[src/hw/rtl/extent_translation_cache_top_defines.svh]
// ----------------------------------------------------------------------------
// Extent translation cache assertion macros
// Shared concurrent assertion helpers, clocked on clk_i, off during reset.
// ----------------------------------------------------------------------------
`ifndef EXTENT_TRANSLATION_CACHE_TOP_DEFINES_SVH
`define EXTENT_TRANSLATION_CACHE_TOP_DEFINES_SVH

// Same-cycle implication
`define ETC_ASSERT_NOW(lbl, ante, cons, msg) \
  lbl: assert property (@(posedge clk_i) disable iff (!rst_ni) (ante) |-> (cons)) \
    else $error(msg);

// Next-cycle implication
`define ETC_ASSERT_NEXT(lbl, ante, cons, msg) \
  lbl: assert property (@(posedge clk_i) disable iff (!rst_ni) (ante) |=> (cons)) \
    else $error(msg);

`endif

[src/hw/rtl/etc_pkg.sv]
// ----------------------------------------------------------------------------
// Extent translation cache package
// Shared types, codes and default sizes.
// ----------------------------------------------------------------------------
package etc_pkg;

  localparam int unsigned ENTRIES_DEF     = 16;
  localparam int unsigned SECTOR_BITS_DEF = 48;
  localparam int unsigned FIELD_W         = 48;
  localparam int unsigned REMOVED_W       = 5;

  typedef enum logic [1:0] {
    FN_INSERT = 2'd0,
    FN_LOOKUP = 2'd1,
    FN_TRIM   = 2'd2,
    FN_CLEAR  = 2'd3
  } etc_func_e;

  typedef enum logic [1:0] {
    STS_OK       = 2'd0,
    STS_COVERED  = 2'd1,
    STS_CONFLICT = 2'd2,
    STS_FULL     = 2'd3
  } etc_status_e;

  typedef enum logic [2:0] {
    ST_IDLE,
    ST_SCAN_A,
    ST_CHECK,
    ST_SCAN_B,
    ST_MERGE,
    ST_WRITE,
    ST_LOOKUP,
    ST_DROP
  } etc_state_e;

  // Compare results for the entry at the head of the ring
  typedef struct packed {
    logic overlap;   // intersects the request range
    logic covers;    // contains the whole request range
    logic off_diff;  // logical-to-physical offset differs
    logic prv_adj;   // runs on into the merged start
    logic nxt_adj;   // continues the merged end
    logic end_gt_s;  // ends after the request start
  } etc_flags_t;

endpackage

[src/hw/rtl/etc_cell.sv]
// ----------------------------------------------------------------------------
// Extent ring cell
// Holds one extent and passes it to the next cell on every shift.
// ----------------------------------------------------------------------------
module etc_cell #(
  parameter int unsigned SW = etc_pkg::SECTOR_BITS_DEF
) (
  input  logic          clk_i,
  input  logic          rst_ni,
  input  logic          shift_i,
  input  logic          valid_i,
  input  logic [SW-1:0] start_i,
  input  logic [SW-1:0] end_i,
  input  logic [SW-1:0] phys_i,
  output logic          valid_o,
  output logic [SW-1:0] start_o,
  output logic [SW-1:0] end_o,
  output logic [SW-1:0] phys_o
);

  logic          valid_q;
  logic [SW-1:0] start_q, end_q, phys_q;

  // valid bit, cleared on reset
  always_ff @(posedge clk_i or negedge rst_ni) begin
    if (!rst_ni) begin
      valid_q <= 1'b0;
    end else if (shift_i) begin
      valid_q <= valid_i;
    end
  end

  // extent payload
  always_ff @(posedge clk_i) begin
    if (shift_i) begin
      start_q <= start_i;
      end_q   <= end_i;
      phys_q  <= phys_i;
    end
  end

  assign valid_o = valid_q;
  assign start_o = start_q;
  assign end_o   = end_q;
  assign phys_o  = phys_q;

endmodule

[src/hw/rtl/etc_eval.sv]
// ----------------------------------------------------------------------------
// Extent head evaluator
// Compares the extent at the ring head against the request and merge range.
// ----------------------------------------------------------------------------
module etc_eval #(
  parameter int unsigned SW = etc_pkg::SECTOR_BITS_DEF
) (
  input  logic               valid_i,
  input  logic [SW-1:0]      start_i,
  input  logic [SW-1:0]      end_i,
  input  logic [SW-1:0]      phys_i,
  input  logic [SW-1:0]      req_s_i,
  input  logic [SW-1:0]      req_e_i,
  input  logic [SW-1:0]      req_off_i,
  input  logic [SW-1:0]      ns_i,
  input  logic [SW-1:0]      ne_i,
  input  logic [SW-1:0]      np_i,
  output etc_pkg::etc_flags_t flags_o
);

  logic          ov;
  logic [SW-1:0] h_off, h_pend, n_pend;

  assign h_off  = phys_i - start_i;
  assign h_pend = phys_i + (end_i - start_i);
  assign n_pend = np_i + (ne_i - ns_i);
  assign ov     = valid_i && (start_i < req_e_i) && (end_i > req_s_i);

  // flag set for this entry
  always_comb begin
    flags_o.overlap  = ov;
    flags_o.covers   = valid_i && (start_i <= req_s_i) && (end_i >= req_e_i);
    flags_o.off_diff = (h_off != req_off_i);
    flags_o.prv_adj  = valid_i && !ov && (ns_i != '0) && (end_i == ns_i) &&
                       (h_pend == np_i);
    flags_o.nxt_adj  = valid_i && !ov && (start_i == ne_i) && (phys_i == n_pend);
    flags_o.end_gt_s = valid_i && (end_i > req_s_i);
  end

endmodule

[src/hw/rtl/extent_translation_cache_top.sv]
// ----------------------------------------------------------------------------
// Extent translation cache
// Table of disjoint logical-to-physical extents held in a rotating ring.
// ----------------------------------------------------------------------------
// The extents sit in a ring of ENTRIES cells that rotates one place per cycle
// while a turn runs; each operation is judged at the ring head. Lookup, trim
// and clear make one full turn; insert makes a scan for overlaps, a scan for
// neighbors and a write-back turn, and stops early when refused after either
// scan, or at once when its start sector is all ones. One item is worked at a
// time; the result sits in an output register, so the next item is taken
// while it waits.
module extent_translation_cache_top #(
  parameter int unsigned ENTRIES     = etc_pkg::ENTRIES_DEF,
  parameter int unsigned SECTOR_BITS = etc_pkg::SECTOR_BITS_DEF
) (
  input  logic         clk_i,
  input  logic         rst_ni,
  input  logic         s_axis_tvalid,
  output logic         s_axis_tready,
  // start_sector[47:0], length[95:48], phys_sector[143:96]
  input  logic [143:0] s_axis_tdata,
  // func[1:0]
  input  logic [1:0]   s_axis_tuser,
  output logic         m_axis_tvalid,
  input  logic         m_axis_tready,
  // ext_start[47:0], ext_end[95:48], ext_phys[143:96], removed[148:144]
  output logic [151:0] m_axis_tdata,
  // status[1:0], hit[2]
  output logic [2:0]   m_axis_tuser
);

  `include "extent_translation_cache_top_defines.svh"

  localparam int unsigned SW = SECTOR_BITS;
  localparam int unsigned IW = (ENTRIES > 1) ? $clog2(ENTRIES) : 1;
  localparam int unsigned CW = $clog2(ENTRIES + 1);
  localparam int unsigned FW = etc_pkg::FIELD_W;
  localparam int unsigned RW = etc_pkg::REMOVED_W;

  // ring
  logic          c_valid [ENTRIES];
  logic [SW-1:0] c_start [ENTRIES];
  logic [SW-1:0] c_end   [ENTRIES];
  logic [SW-1:0] c_phys  [ENTRIES];
  logic          t_valid;
  logic [SW-1:0] t_start, t_end, t_phys;
  logic          shift;

  logic          hv;
  logic [SW-1:0] hs, he, hp;
  etc_pkg::etc_flags_t fl;

  etc_pkg::etc_state_e state_q, state_d;
  logic [IW-1:0] k_q, k_d;
  logic          k_last;

  // request and merge registers
  etc_pkg::etc_func_e func_q, func_d;
  logic [SW-1:0] s_q, s_d, e_q, e_d, off_q, off_d;
  logic [SW-1:0] ns_q, ns_d, ne_q, ne_d, np_q, np_d;
  logic          sel_f_q, sel_f_d, cov_f_q, cov_f_d;
  logic [SW-1:0] sel_s_q, sel_s_d, sel_e_q, sel_e_d, sel_p_q, sel_p_d;
  logic [SW-1:0] cov_s_q, cov_s_d, cov_e_q, cov_e_d, cov_p_q, cov_p_d;
  logic          kill_f_q, kill_f_d, free_f_q, free_f_d, wr_q, wr_d;
  logic          prv_f_q, prv_f_d, nxt_f_q, nxt_f_d;
  logic [IW-1:0] prv_i_q, prv_i_d, nxt_i_q, nxt_i_d;
  logic [SW-1:0] prv_s_q, prv_s_d, prv_p_q, prv_p_d, nxt_e_q, nxt_e_d;
  logic [CW-1:0] cnt_q, cnt_d;

  // result and output registers
  logic          res_v_q, res_v_d;
  etc_pkg::etc_status_e res_st_q, res_st_d;
  logic          res_hit_q, res_hit_d;
  logic [SW-1:0] res_s_q, res_s_d, res_e_q, res_e_d, res_p_q, res_p_d;
  logic [RW-1:0] res_rm_q, res_rm_d;
  logic          mv_q, mv_d;
  logic [151:0]  md_q, md_d;
  logic [2:0]    mu_q, mu_d;

  logic          in_xfer, out_free, drop, len_zero;
  logic [SW-1:0] in_s, in_len, in_p, len_eff;
  logic [SW:0]   sum;

  // ring of cells, head at the highest index
  for (genvar j = 0; j < ENTRIES; j++) begin : g_cell
    if (j == 0) begin : g_tail
      etc_cell #(.SW(SW)) u_cell (
        .clk_i, .rst_ni, .shift_i(shift),
        .valid_i(t_valid), .start_i(t_start), .end_i(t_end), .phys_i(t_phys),
        .valid_o(c_valid[j]), .start_o(c_start[j]), .end_o(c_end[j]),
        .phys_o(c_phys[j])
      );
    end else begin : g_body
      etc_cell #(.SW(SW)) u_cell (
        .clk_i, .rst_ni, .shift_i(shift),
        .valid_i(c_valid[j-1]), .start_i(c_start[j-1]), .end_i(c_end[j-1]),
        .phys_i(c_phys[j-1]),
        .valid_o(c_valid[j]), .start_o(c_start[j]), .end_o(c_end[j]),
        .phys_o(c_phys[j])
      );
    end
  end

  assign hv = c_valid[ENTRIES-1];
  assign hs = c_start[ENTRIES-1];
  assign he = c_end[ENTRIES-1];
  assign hp = c_phys[ENTRIES-1];

  etc_eval #(.SW(SW)) u_eval (
    .valid_i(hv), .start_i(hs), .end_i(he), .phys_i(hp),
    .req_s_i(s_q), .req_e_i(e_q), .req_off_i(off_q),
    .ns_i(ns_q), .ne_i(ne_q), .np_i(np_q), .flags_o(fl)
  );

  // input decode and range end with saturation
  assign in_s     = SW'(s_axis_tdata[47:0]);
  assign in_len   = SW'(s_axis_tdata[95:48]);
  assign in_p     = SW'(s_axis_tdata[143:96]);
  assign len_zero = (in_len == '0);
  assign len_eff  = len_zero ? SW'(1) : in_len;
  assign sum      = {1'b0, in_s} + {1'b0, len_eff};

  assign k_last   = (k_q == IW'(ENTRIES - 1));
  assign in_xfer  = s_axis_tvalid && s_axis_tready;
  assign out_free = !mv_q || m_axis_tready;
  assign shift    = (state_q == etc_pkg::ST_SCAN_A) || (state_q == etc_pkg::ST_SCAN_B) ||
                    (state_q == etc_pkg::ST_WRITE) || (state_q == etc_pkg::ST_LOOKUP) ||
                    (state_q == etc_pkg::ST_DROP);

  // next state
  always_comb begin
    state_d = state_q;
    unique case (state_q)
      etc_pkg::ST_IDLE: begin
        if (in_xfer) begin
          unique case (etc_pkg::etc_func_e'(s_axis_tuser))
            etc_pkg::FN_INSERT: state_d = (in_s == '1) ? etc_pkg::ST_IDLE
                                                       : etc_pkg::ST_SCAN_A;
            etc_pkg::FN_LOOKUP: state_d = etc_pkg::ST_LOOKUP;
            default:            state_d = etc_pkg::ST_DROP;
          endcase
        end
      end
      etc_pkg::ST_SCAN_A, etc_pkg::ST_LOOKUP, etc_pkg::ST_DROP: begin
        if (k_last) state_d = etc_pkg::ST_CHECK;
      end
      etc_pkg::ST_CHECK: begin
        if (func_q == etc_pkg::FN_INSERT && !sel_f_q && !cov_f_q) begin
          state_d = etc_pkg::ST_SCAN_B;
        end else begin
          state_d = etc_pkg::ST_IDLE;
        end
      end
      etc_pkg::ST_SCAN_B: begin
        if (k_last) state_d = etc_pkg::ST_MERGE;
      end
      etc_pkg::ST_MERGE: begin
        state_d = (!kill_f_q && !prv_f_q && !nxt_f_q && !free_f_q) ? etc_pkg::ST_IDLE
                                                                   : etc_pkg::ST_WRITE;
      end
      etc_pkg::ST_WRITE: begin
        if (k_last) state_d = etc_pkg::ST_IDLE;
      end
      default: state_d = etc_pkg::ST_IDLE;
    endcase
  end

  // ready only when idle and no result waits for the output register
  always_comb begin
    s_axis_tready = (state_q == etc_pkg::ST_IDLE) && !res_v_q;
  end

  // datapath updates per state
  always_comb begin
    k_d = shift ? (k_last ? '0 : k_q + IW'(1)) : k_q;
    func_d = func_q; s_d = s_q; e_d = e_q; off_d = off_q;
    ns_d = ns_q; ne_d = ne_q; np_d = np_q;
    sel_f_d = sel_f_q; sel_s_d = sel_s_q; sel_e_d = sel_e_q; sel_p_d = sel_p_q;
    cov_f_d = cov_f_q; cov_s_d = cov_s_q; cov_e_d = cov_e_q; cov_p_d = cov_p_q;
    kill_f_d = kill_f_q; free_f_d = free_f_q; wr_d = wr_q;
    prv_f_d = prv_f_q; prv_i_d = prv_i_q; prv_s_d = prv_s_q; prv_p_d = prv_p_q;
    nxt_f_d = nxt_f_q; nxt_i_d = nxt_i_q; nxt_e_d = nxt_e_q;
    cnt_d = cnt_q;
    res_v_d = res_v_q; res_st_d = res_st_q; res_hit_d = res_hit_q;
    res_s_d = res_s_q; res_e_d = res_e_q; res_p_d = res_p_q; res_rm_d = res_rm_q;
    t_valid = hv; t_start = hs; t_end = he; t_phys = hp;
    drop = 1'b0;

    unique case (state_q)
      etc_pkg::ST_IDLE: begin
        if (in_xfer) begin
          func_d = etc_pkg::etc_func_e'(s_axis_tuser);
          s_d    = in_s;
          e_d    = sum[SW] ? '1 : sum[SW-1:0];
          off_d  = in_p - in_s;
          ns_d   = in_s;
          ne_d   = sum[SW] ? '1 : sum[SW-1:0];
          np_d   = in_p;
          sel_f_d = 1'b0; cov_f_d = 1'b0; kill_f_d = 1'b0; free_f_d = 1'b0;
          prv_f_d = 1'b0; nxt_f_d = 1'b0; wr_d = 1'b0; cnt_d = '0;
          res_st_d = etc_pkg::STS_OK; res_hit_d = 1'b0; res_rm_d = '0;
          res_s_d = '0; res_e_d = '0; res_p_d = '0;
          // empty range after saturation: refused at once
          if (etc_pkg::etc_func_e'(s_axis_tuser) == etc_pkg::FN_INSERT && in_s == '1) begin
            res_st_d = etc_pkg::STS_COVERED;
            res_v_d  = 1'b1;
          end
        end
      end
      etc_pkg::ST_SCAN_A: begin
        if (fl.overlap && fl.off_diff && (!sel_f_q || hs < sel_s_q)) begin
          sel_f_d = 1'b1; sel_s_d = hs; sel_e_d = he; sel_p_d = hp;
        end
        if (fl.covers && !cov_f_q) begin
          cov_f_d = 1'b1; cov_s_d = hs; cov_e_d = he; cov_p_d = hp;
        end
        if (fl.overlap) begin
          kill_f_d = 1'b1;
          if (hs < ns_q) begin
            ns_d = hs; np_d = hp;
          end
          if (he > ne_q) ne_d = he;
        end
        if (!hv) free_f_d = 1'b1;
      end
      etc_pkg::ST_LOOKUP: begin
        if (fl.end_gt_s && (!sel_f_q || hs < sel_s_q)) begin
          sel_f_d = 1'b1; sel_s_d = hs; sel_e_d = he; sel_p_d = hp;
        end
      end
      etc_pkg::ST_DROP: begin
        drop    = hv && (func_q == etc_pkg::FN_CLEAR || fl.end_gt_s);
        t_valid = hv && !drop;
        if (drop) cnt_d = cnt_q + CW'(1);
      end
      etc_pkg::ST_CHECK: begin
        res_v_d = !(func_q == etc_pkg::FN_INSERT && !sel_f_q && !cov_f_q);
        unique case (func_q)
          etc_pkg::FN_INSERT: begin
            if (sel_f_q) begin
              res_st_d = etc_pkg::STS_CONFLICT;
              res_s_d = sel_s_q; res_e_d = sel_e_q; res_p_d = sel_p_q;
            end else if (cov_f_q) begin
              res_st_d = etc_pkg::STS_COVERED;
              res_s_d = cov_s_q; res_e_d = cov_e_q; res_p_d = cov_p_q;
            end
          end
          etc_pkg::FN_LOOKUP: begin
            if (sel_f_q && sel_s_q < e_q) begin
              res_hit_d = 1'b1;
              res_s_d = sel_s_q; res_e_d = sel_e_q; res_p_d = sel_p_q;
            end
          end
          default: res_rm_d = RW'(cnt_q);
        endcase
      end
      etc_pkg::ST_SCAN_B: begin
        if (fl.prv_adj) begin
          prv_f_d = 1'b1; prv_i_d = k_q; prv_s_d = hs; prv_p_d = hp;
        end
        if (fl.nxt_adj) begin
          nxt_f_d = 1'b1; nxt_i_d = k_q; nxt_e_d = he;
        end
      end
      etc_pkg::ST_MERGE: begin
        if (prv_f_q) begin
          ns_d = prv_s_q; np_d = prv_p_q;
        end
        if (nxt_f_q) ne_d = nxt_e_q;
        if (!kill_f_q && !prv_f_q && !nxt_f_q && !free_f_q) begin
          res_st_d = etc_pkg::STS_FULL;
          res_v_d  = 1'b1;
        end
      end
      etc_pkg::ST_WRITE: begin
        drop    = fl.overlap || (prv_f_q && k_q == prv_i_q) || (nxt_f_q && k_q == nxt_i_q);
        t_valid = hv && !drop;
        // first free slot after removals takes the merged extent
        if (!t_valid && !wr_q) begin
          t_valid = 1'b1; t_start = ns_q; t_end = ne_q; t_phys = np_q;
          wr_d = 1'b1;
          res_st_d = etc_pkg::STS_OK;
          res_s_d = ns_q; res_e_d = ne_q; res_p_d = np_q;
        end
        if (k_last) res_v_d = 1'b1;
      end
      default: ;
    endcase

    // hand the finished result to the output register
    if (res_v_q && out_free) res_v_d = 1'b0;
  end

  // output register
  always_comb begin
    mv_d = mv_q;
    md_d = md_q;
    mu_d = mu_q;
    if (m_axis_tvalid && m_axis_tready) mv_d = 1'b0;
    if (res_v_q && out_free) begin
      mv_d = 1'b1;
      md_d = {3'b000, res_rm_q, FW'(res_p_q), FW'(res_e_q), FW'(res_s_q)};
      mu_d = {res_hit_q, res_st_q};
    end
  end

  assign m_axis_tvalid = mv_q;
  assign m_axis_tdata  = md_q;
  assign m_axis_tuser  = mu_q;

  // control state
  always_ff @(posedge clk_i or negedge rst_ni) begin
    if (!rst_ni) begin
      state_q <= etc_pkg::ST_IDLE;
      k_q     <= '0;
      res_v_q <= 1'b0;
      mv_q    <= 1'b0;
    end else begin
      state_q <= state_d;
      k_q     <= k_d;
      res_v_q <= res_v_d;
      mv_q    <= mv_d;
    end
  end

  // payload and scan registers
  always_ff @(posedge clk_i) begin
    func_q <= func_d; s_q <= s_d; e_q <= e_d; off_q <= off_d;
    ns_q <= ns_d; ne_q <= ne_d; np_q <= np_d;
    sel_f_q <= sel_f_d; sel_s_q <= sel_s_d; sel_e_q <= sel_e_d; sel_p_q <= sel_p_d;
    cov_f_q <= cov_f_d; cov_s_q <= cov_s_d; cov_e_q <= cov_e_d; cov_p_q <= cov_p_d;
    kill_f_q <= kill_f_d; free_f_q <= free_f_d; wr_q <= wr_d;
    prv_f_q <= prv_f_d; prv_i_q <= prv_i_d; prv_s_q <= prv_s_d; prv_p_q <= prv_p_d;
    nxt_f_q <= nxt_f_d; nxt_i_q <= nxt_i_d; nxt_e_q <= nxt_e_d;
    cnt_q <= cnt_d;
    res_st_q <= res_st_d; res_hit_q <= res_hit_d;
    res_s_q <= res_s_d; res_e_q <= res_e_d; res_p_q <= res_p_d; res_rm_q <= res_rm_d;
    md_q <= md_d; mu_q <= mu_d;
  end

  // checks
  `ETC_ASSERT_NOW(a_idle_aligned, state_q == etc_pkg::ST_IDLE, k_q == '0,
                  "ring not aligned while idle")
  `ETC_ASSERT_NOW(a_hit_ok, m_axis_tvalid && m_axis_tuser[2],
                  m_axis_tuser[1:0] == etc_pkg::STS_OK, "hit with bad status")
  `ETC_ASSERT_NEXT(a_write_done, state_q == etc_pkg::ST_WRITE && k_last, wr_q,
                   "write turn ended without placing the extent")
  `ETC_ASSERT_NEXT(a_res_moves, res_v_q && out_free, m_axis_tvalid,
                   "result not moved to output register")

endmodule
[config.mk]
export PLATFORM = sky130hd
export DESIGN_NAME = extent_translation_cache_top
export DESIGN_NICKNAME = d
export VERILOG_FILES = /design/src/hw/rtl/etc_pkg.sv /design/src/hw/rtl/etc_cell.sv /design/src/hw/rtl/etc_eval.sv /design/src/hw/rtl/extent_translation_cache_top.sv
export VERILOG_INCLUDE_DIRS = /design/src /design/src/hw/rtl
export SDC_FILE = /design/constraint.sdc
export NUM_CORES = 2
export LEC_CHECK = 0
export ABC_AREA = 0
export ABC_CLOCK_PERIOD_IN_PS = 188000
export BUFFER_PORTS_ARGS = -buffer_cell sky130_fd_sc_hd__buf_2
export CORE_MARGIN = 3
export CORE_UTILIZATION = 55
export CTS_BUF_LIST = sky130_fd_sc_hd__clkbuf_4
export CTS_CLUSTER_SIZE = 40
export DETAILED_ROUTE_END_ITERATION = 8
export GPL_TIMING_DRIVEN = 0
export PLACE_DENSITY = 0.71
export SLEW_MARGIN = 10
export SYNTH_ARGS = -nofsm -noshare
export SYNTH_HDL_FRONTEND = slang
export SYNTH_SLANG_ARGS = --single-unit
[constraint.sdc]
create_clock -name clk_i -period 188 [get_ports clk_i]
set_clock_uncertainty 0.2 [all_clocks]
set_input_delay 47 -clock clk_i [delete_from_list [all_inputs] [get_ports clk_i]]
set_output_delay 47 -clock clk_i [all_outputs]
set_load 0.02 [all_outputs]
# Yosys cells after proc, flatten, opt, wreduce, memory -nomap -nowiden
# Index checks and enable logic that the tools add are counted.
[totals] ff_bits=3375 input_bits=150 out_inout_bits=157 elab_cells=366
[op_classes] add_sub_neg=9 order_cmp=8 eq_ne=49 n_mux=103 n_reduce_logical=95
[ops] cell="48-bit 2-to-1 mux" count=39
[ops] cell="48-bit one-hot mux with 3 select lines" count=6
[ops] cell="48-bit one-hot mux with 2 select lines" count=6
[ops] cell="48-bit equality test" count=4
[ops] cell="48-bit less-than comparator" count=4
[ops] cell="48-bit subtractor" count=4
[ops] cell="48-bit adder" count=2
[ops] cell="48-bit greater-than comparator" count=2
[ops] cell="48-bit by 48-bit adder with 49-bit output" count=1
[ops] cell="48-bit equality test, second input constant" count=1
[ops] cell="48-bit greater-or-equal comparator" count=1
[ops] cell="48-bit <= comparator" count=1
[ops] cell="48-bit logical NOT" count=1
[ops] cell="48-bit != test" count=1
[ops] cell="48-bit nonzero test" count=1
[ops] cell="1-bit logical AND" count=32
[ops] cell="2-bit != test, second input constant" count=14
[ops] cell="3-bit AND reduction" count=9
[ops] cell="1-bit 2-to-1 mux" count=21
[ops] cell="5-bit one-hot mux with 2 select lines" count=2
[ops] cell="3-bit one-hot mux with 6 select lines" count=1
[ops] cell="2-bit by 1-bit != test with 1-bit output, second input constant" count=8
[ops] cell="1-bit one-hot mux with 2 select lines" count=8
[ops] cell="3-bit 2-to-1 mux" count=5
[ops] cell="other kinds (34)" count=90

# Logic depth before layout (Yosys ltp)
[logic_depth] ltp_word=11 ltp_mapped=18 depth_no_buf=17

# Cells and area by module
# Synthesis repeated with hierarchy kept, for this count alone.
[unflattened] cells_unflattened=9095 area_unflattened_um2=139690.2
[modules_own_cells] module="etc_cell" n_inst=16 cells_each=146 area_each_um2=4364.2 seq_area_each_um2=4349.2
[modules_own_cells] module="extent_translation_cache_top" n_inst=1 cells_each=3807 area_each_um2=49576.3 seq_area_each_um2=31635.3
[modules_own_cells] module="etc_eval" n_inst=1 cells_each=2952 area_each_um2=20287.0 seq_area_each_um2=0.0

# Least setup slack after synthesis
# No wires, ideal clock.
[synth_timing] kind="register to register" from="reg state_q[1]" to="reg g_cell[0].g_tail.u_cell.end_q[0], enable pin" setup_time_ps=3563 t_arrival_ps=63015 required_time_ps=184237 path_slack_ps=121222 path_stages_with_launch=6 path_buffers=3 synth_period_minus_slack_ps=66778 cell_sequence="dfrtp_1 -> clkbuf_1 -> clkbuf_1 -> a21oi_1 -> inv_1 -> buf_1"
[synth_between] elab_chain_len=5 word_cells_on_any_way=9 classes_between="5 x eq/ne; 4 x reduce/logical"
[synth_lines] element="start, declared" line="extent_translation_cache_top.sv:53" text="etc_pkg::etc_state_e state_q, state_d;"
[synth_lines] element="start signal, assigned" line="extent_translation_cache_top.sv:314" text="state_q <= etc_pkg::ST_IDLE;"
[synth_lines] element="start signal, assigned" line="extent_translation_cache_top.sv:319" text="state_q <= state_d;"
[synth_lines] element="3-bit by 1-bit equality test with 1-bit output / 3-bit by 2-bit equality test with 1-bit output (equally long branches)" line="extent_translation_cache_top.sv:126" text="assign shift = (state_q == etc_pkg::ST_SCAN_A) || (state_q == etc_pkg::ST_SCAN_B) ||"
[synth_lines] element="1-bit logical OR (2 in series)" line="extent_translation_cache_top.sv:126"
[synth_lines] element="1-bit logical OR" line="extent_translation_cache_top.sv:127" text="(state_q == etc_pkg::ST_WRITE) || (state_q == etc_pkg::ST_LOOKUP) ||"
[synth_lines] element="1-bit logical OR *" line="extent_translation_cache_top.sv:127"
[synth_lines] element="net g_cell[0].g_tail.u_cell.shift_i" line="etc_cell.sv:10" text="input logic shift_i,"
[synth_lines] element="end signal, assigned" line="etc_cell.sv:37" text="end_q <= end_i;"
[synth_lines] element="end, declared" line="etc_cell.sv:22" text="logic [SW-1:0] start_q, end_q, phys_q;"
# Mark *: on every way through the listed nets, which the timed path passes. The rest lies on a longest branch.
# A chain may end at the register's enable or synchronous reset.

# Worst setup path after layout
[layout_timing] from="in s_axis_tdata[91]" to="reg ne_q[31] (data pin)"
[layout_between] elab_chain_len=6
[layout_lines] element="start, declared" line="extent_translation_cache_top.sv:21" text="input logic [143:0] s_axis_tdata,"
[layout_lines] element="48-bit logical NOT" line="extent_translation_cache_top.sv:119" text="assign len_zero = (in_len == '0);"
[layout_lines] element="48-bit 2-to-1 mux *" line="extent_translation_cache_top.sv:120" text="assign len_eff = len_zero ? SW'(1) : in_len;"
[layout_lines] element="48-bit by 48-bit adder with 49-bit output *" line="extent_translation_cache_top.sv:121" text="assign sum = {1'b0, in_s} + {1'b0, len_eff};"
[layout_lines] element="48-bit 2-to-1 mux *" line="extent_translation_cache_top.sv:197" text="ne_d = sum[SW] ? '1 : sum[SW-1:0];"
[layout_lines] element="48-bit 2-to-1 mux *" line="extent_translation_cache_top.sv:191" text="if (in_xfer) begin"
[layout_lines] element="48-bit one-hot mux with 3 select lines *" line="extent_translation_cache_top.sv:189" text="unique case (state_q)"
[layout_lines] element="net ne_d[31]" line="extent_translation_cache_top.sv:60" text="logic [SW-1:0] ns_q, ns_d, ne_q, ne_d, np_q, np_d;"
[layout_lines] element="end signal, assigned" line="extent_translation_cache_top.sv:329" text="ns_q <= ns_d; ne_q <= ne_d; np_q <= np_d;"
[layout_lines] element="end, declared" line="extent_translation_cache_top.sv:60"
# Mark *: on every way through the listed nets, which the timed path passes. The rest lies on a longest branch. The select of a mux whose other input is x is not followed.

==> reports/results.tsv <==
stage	metric	value	unit
cts	cts_setup_buffers	0	
cells_and_area	synthToLayoutAreaGrowth	13.2	%
logic_synthesis	yosysUniqueCellTypes	109	
worst_setup_path	crit_path_end_kind	register	
worst_setup_path	start_kind	input port	
cells_and_area	finalNetCount	11423	
cells_and_area	final_area	159000	um2
global_routing	grt_use_total	37.7	%
run	drv_cap	0	
timing	worst_pin_slew	1.45	ns
logic_synthesis	yosys_most_used_dff	edfxtp_1	
worst_setup_path	worstReg2RegEnd	prv_p_q[0]	
global_routing	grt_pass1_vias	86812	
global_routing	gr-usage-met1	50.5	%
cts	ctsLongestPathBuffers	4	
floorplanning	die_w	511	um
worst_setup_path	rr_worst_depth	15	
worst_setup_path	rrSetupSlack	179.36	ns
floorplanning	initial_core_util	55.5	%
cells_and_area	multi_input_area	35000	um2
route	drt-pass1-iter-count	6	
cts	cts_tree	built	
timing	finalCritPeriodShare	27.9	%
timing	relSlewSlack	3.35	%
cts	cts-resized-gates	0	
worst_setup_path	r2r_start	g_cell[15].g_body.u_cell.end_o[18]	
timing	rsz0062_at_grt	false	
worst_setup_path	crit_arrival	53.72	ns
global_routing	met3_usage	11.0	%
global_routing	grt_pass1_wl	674	mm
min_path	hold_class	register to register	
worst_setup_path	path_max_fanout	10	
cells_and_area	fill_cells	18285	
route	drtIter0Drc	13150	
logic_synthesis	avgSynthCellArea	15.1	um2
timing	setup_viol	0	
global_routing	antenna_found_initial	111	
route	drc_errors	0	
cts	cts_num_sinks	3375	
cts	cts.clk_slew.worst_paths	0.06	ns
global_routing	grt_max_degree	83	
run_status	status	complete, no violations	
min_path	hold_depth	0	
logic_synthesis	async_reset_ff_share	0.741	%
logic_synthesis	synth-seq-cells	3375	
min_path	hold_end	g_cell[1].g_body.u_cell.start_o[15]	
floorplanning	ios	307	
placement	dp.final_hpwl	374	mm
timing	hold_viol	0	
worst_setup_path	path_cells	buf_2 > nor4_1 > nand4_1 > o31ai_1 > ha_1 > fa_1 > a21oi_1 > o22ai_1 > o22ai_1 > o211ai_1 > a41oi_1 > o2111ai_1 > nand4_1 > a21oi_1 > clkbuf_1 > o21ai_0 > nand2_1	
worst_setup_path	critPathMaxStageDelay	1.07	ns
route	drt-total-wl	498	mm
cts	cts_root_buf	clkbuf_4	
route	vias	89926	
route	wl_per_cell	34.2	um
global_routing	top_usage_layer	met2	
logic_synthesis	synth_cells	9304	
route	postRouteAntennaNets	0	
floorplanning	dieArea	261000	um2
logic_synthesis	synth_edf_count	3350	
placement	port_buffers	303	
placement	gp_congestion	1.04	
global_routing	overflow	0	
timing	min_period	52.48	ns
cts	hold_buffers	0	
cts	numCtsBuffers	791	
logic_synthesis	ys.warnings.count	0	
cts	worstSkewPairLatency	1.71	ns
floorplanning	core.rowCount	184	
worst_setup_path	required	189.24	ns
cells_and_area	seq_area	101000	um2
cts	cts_htree_levels	6	
worst_setup_path	cp_num_buf_inv	2	
cells_and_area	drive_gt1_share	16.6	%
timing	final_max_slew_viol_count	0	
worst_setup_path	critPathKind	input port to register	
min_path	hold_start	g_cell[0].g_tail.u_cell.start_o[15]	
route	routed_via_density	6.18	
timing	fmax	19.1	MHz
floorplanning	die_h	511	um
placement	place_area	148000	um2
floorplanning	core	252000	um2
timing	tns	0	ns
worst_setup_path	critPathTopFamily	compound AO/OA/AOI/OAI gates	
logic_synthesis	synth.yosys.seq_area_share	72.2	%
worst_setup_path	cp_slowest_cell	a21oi_1	
logic_synthesis	netlist_area	140000	um2
global_routing	gr-usage-met2	55.4	%
final cells by class:
type / instances / area share (%)
sequential: 3375 / 63.8
tap: 3348 / 2.64
timing repair buffer: 457 / 2.53
inverter: 726 / 1.72
clock buffer: 1132 / 5.36
antenna: 56 / 0.0884
buffer: 278 / 0.764
clock inverter: 256 / 0.948
multi-input combinational: 4927 / 22.1
cells by family (layout without fill, tap and decap cells):
family | count (synthesis) | count (layout) | synth area share, %
flops | 3375 | 3375 | 72.2
compound gates | 1853 | 1853 | 8.36
simple gates | 1803 | 1803 | 6.05
buf+inv | 1004 | 2849 | 2.80
fa+ha+maj | 717 | 717 | 6.92
xor+xnor | 375 | 375 | 2.36
mux | 176 | 176 | 1.26
other cells | 1 | 59 | 0.00268
synth_stat cells (100+ instances only):
cell type,n,share of area (%)
nand4_1,171,0.76
edfxtp_1,3350,72
inv_1,724,1.9
a21oi_1,394,1.4
nor3_1,100,0.36
clkbuf_1,190,0.51
nor2_1,260,0.70
mux2i_1,170,1.2
a21o_1,217,1.2
nand2_1,810,2.2
nand3_1,115,0.41
ha_1,620,5.5
xor2_1,146,0.91
o21ai_0,591,2.1
a22oi_1,139,0.74
xnor2_1,227,1.4
cell usage in the layout, fill, tap and decap left out, types with 40 or more instances in the layout:
cell      instances
clkbuf_1        181
diode_2          56
ha_1            620
nand2_1         810
nand2b_1         53
a21oi_1         394
nor3_1           98
edfxtp_1       3350
buf_12           77
buf_4            60
xor2_1          146
nand3_1         115
o21ai_0         580
clkinv_1        168
buf_2           354
inv_1           723
nand4_1         171
xnor2_1         227
nor2b_1          61
o211ai_1         40
nor2_1          258
a22oi_1         139
o21a_1           63
mux2i_1         170
nor4_1           67
a21o_1          217
clkbuf_4       1132
a211oi_1         43
fa_1             97
per-layer routing:
| metal | vias up | routed length (um) |
|---|---|---|
| met3 | 1247 | 58800 |
| li1 | 38117 | - |
| met2 | 6256 | 218000 |
| met5 | - | 232 |
| met4 | 32 | 32200 |
| met1 | 44274 | 189000 |
sequential cells by signal (all words and copies together), names as in the netlist, 149 cells and up:
signal and cells:
g_cell.g_body.u_cell.end_o 720, g_cell.g_body.u_cell.phys_o 720, g_cell.g_body.u_cell.start_o 720, m_axis_tdata 149
worst max path at each step:
stage                     startpoint                            endpoint  slack [ns]  cells past startpoint
floorplan                 state_q[1]    g_cell[0].g_tail.u_cell.end_o[0]      121.22                      5
global placement          state_q[1]  g_cell[0].g_tail.u_cell.phys_o[16]      101.24                      5
detailed placement  s_axis_tdata[91]                            ne_q[31]      134.09                     17
CTS                 s_axis_tdata[91]                            ne_q[31]      135.82                     17
global route        s_axis_tdata[92]                            ne_q[37]      135.62                     17
finish              s_axis_tdata[91]                            ne_q[31]      135.52                     17
metrics by stage:
| step | hold slack, ns | util [%] | cells | setup slack [ns] |
|---|---|---|---|---|
| 6_report | 0.0465 | 62.8 | 14555 | 135.52 |
| 5_1_grt | 0.0750 | 62.8 | 14521 | 135.62 |
| 4_1_cts | 0.0649 | 62.8 | 14497 | 135.82 |
| 3_5_place_dp | 0.205 | 58.8 | 13109 | 134.09 |
| 3_3_place_gp | 0.200 | 57.8 | 12957 | 101.24 |
| 2_1_floorplan | 0.200 | - | 9306 | 121.22 |
Power is not shown: default switching activity piles up to over one toggle a cycle in this logic, so the estimate is an artifact.
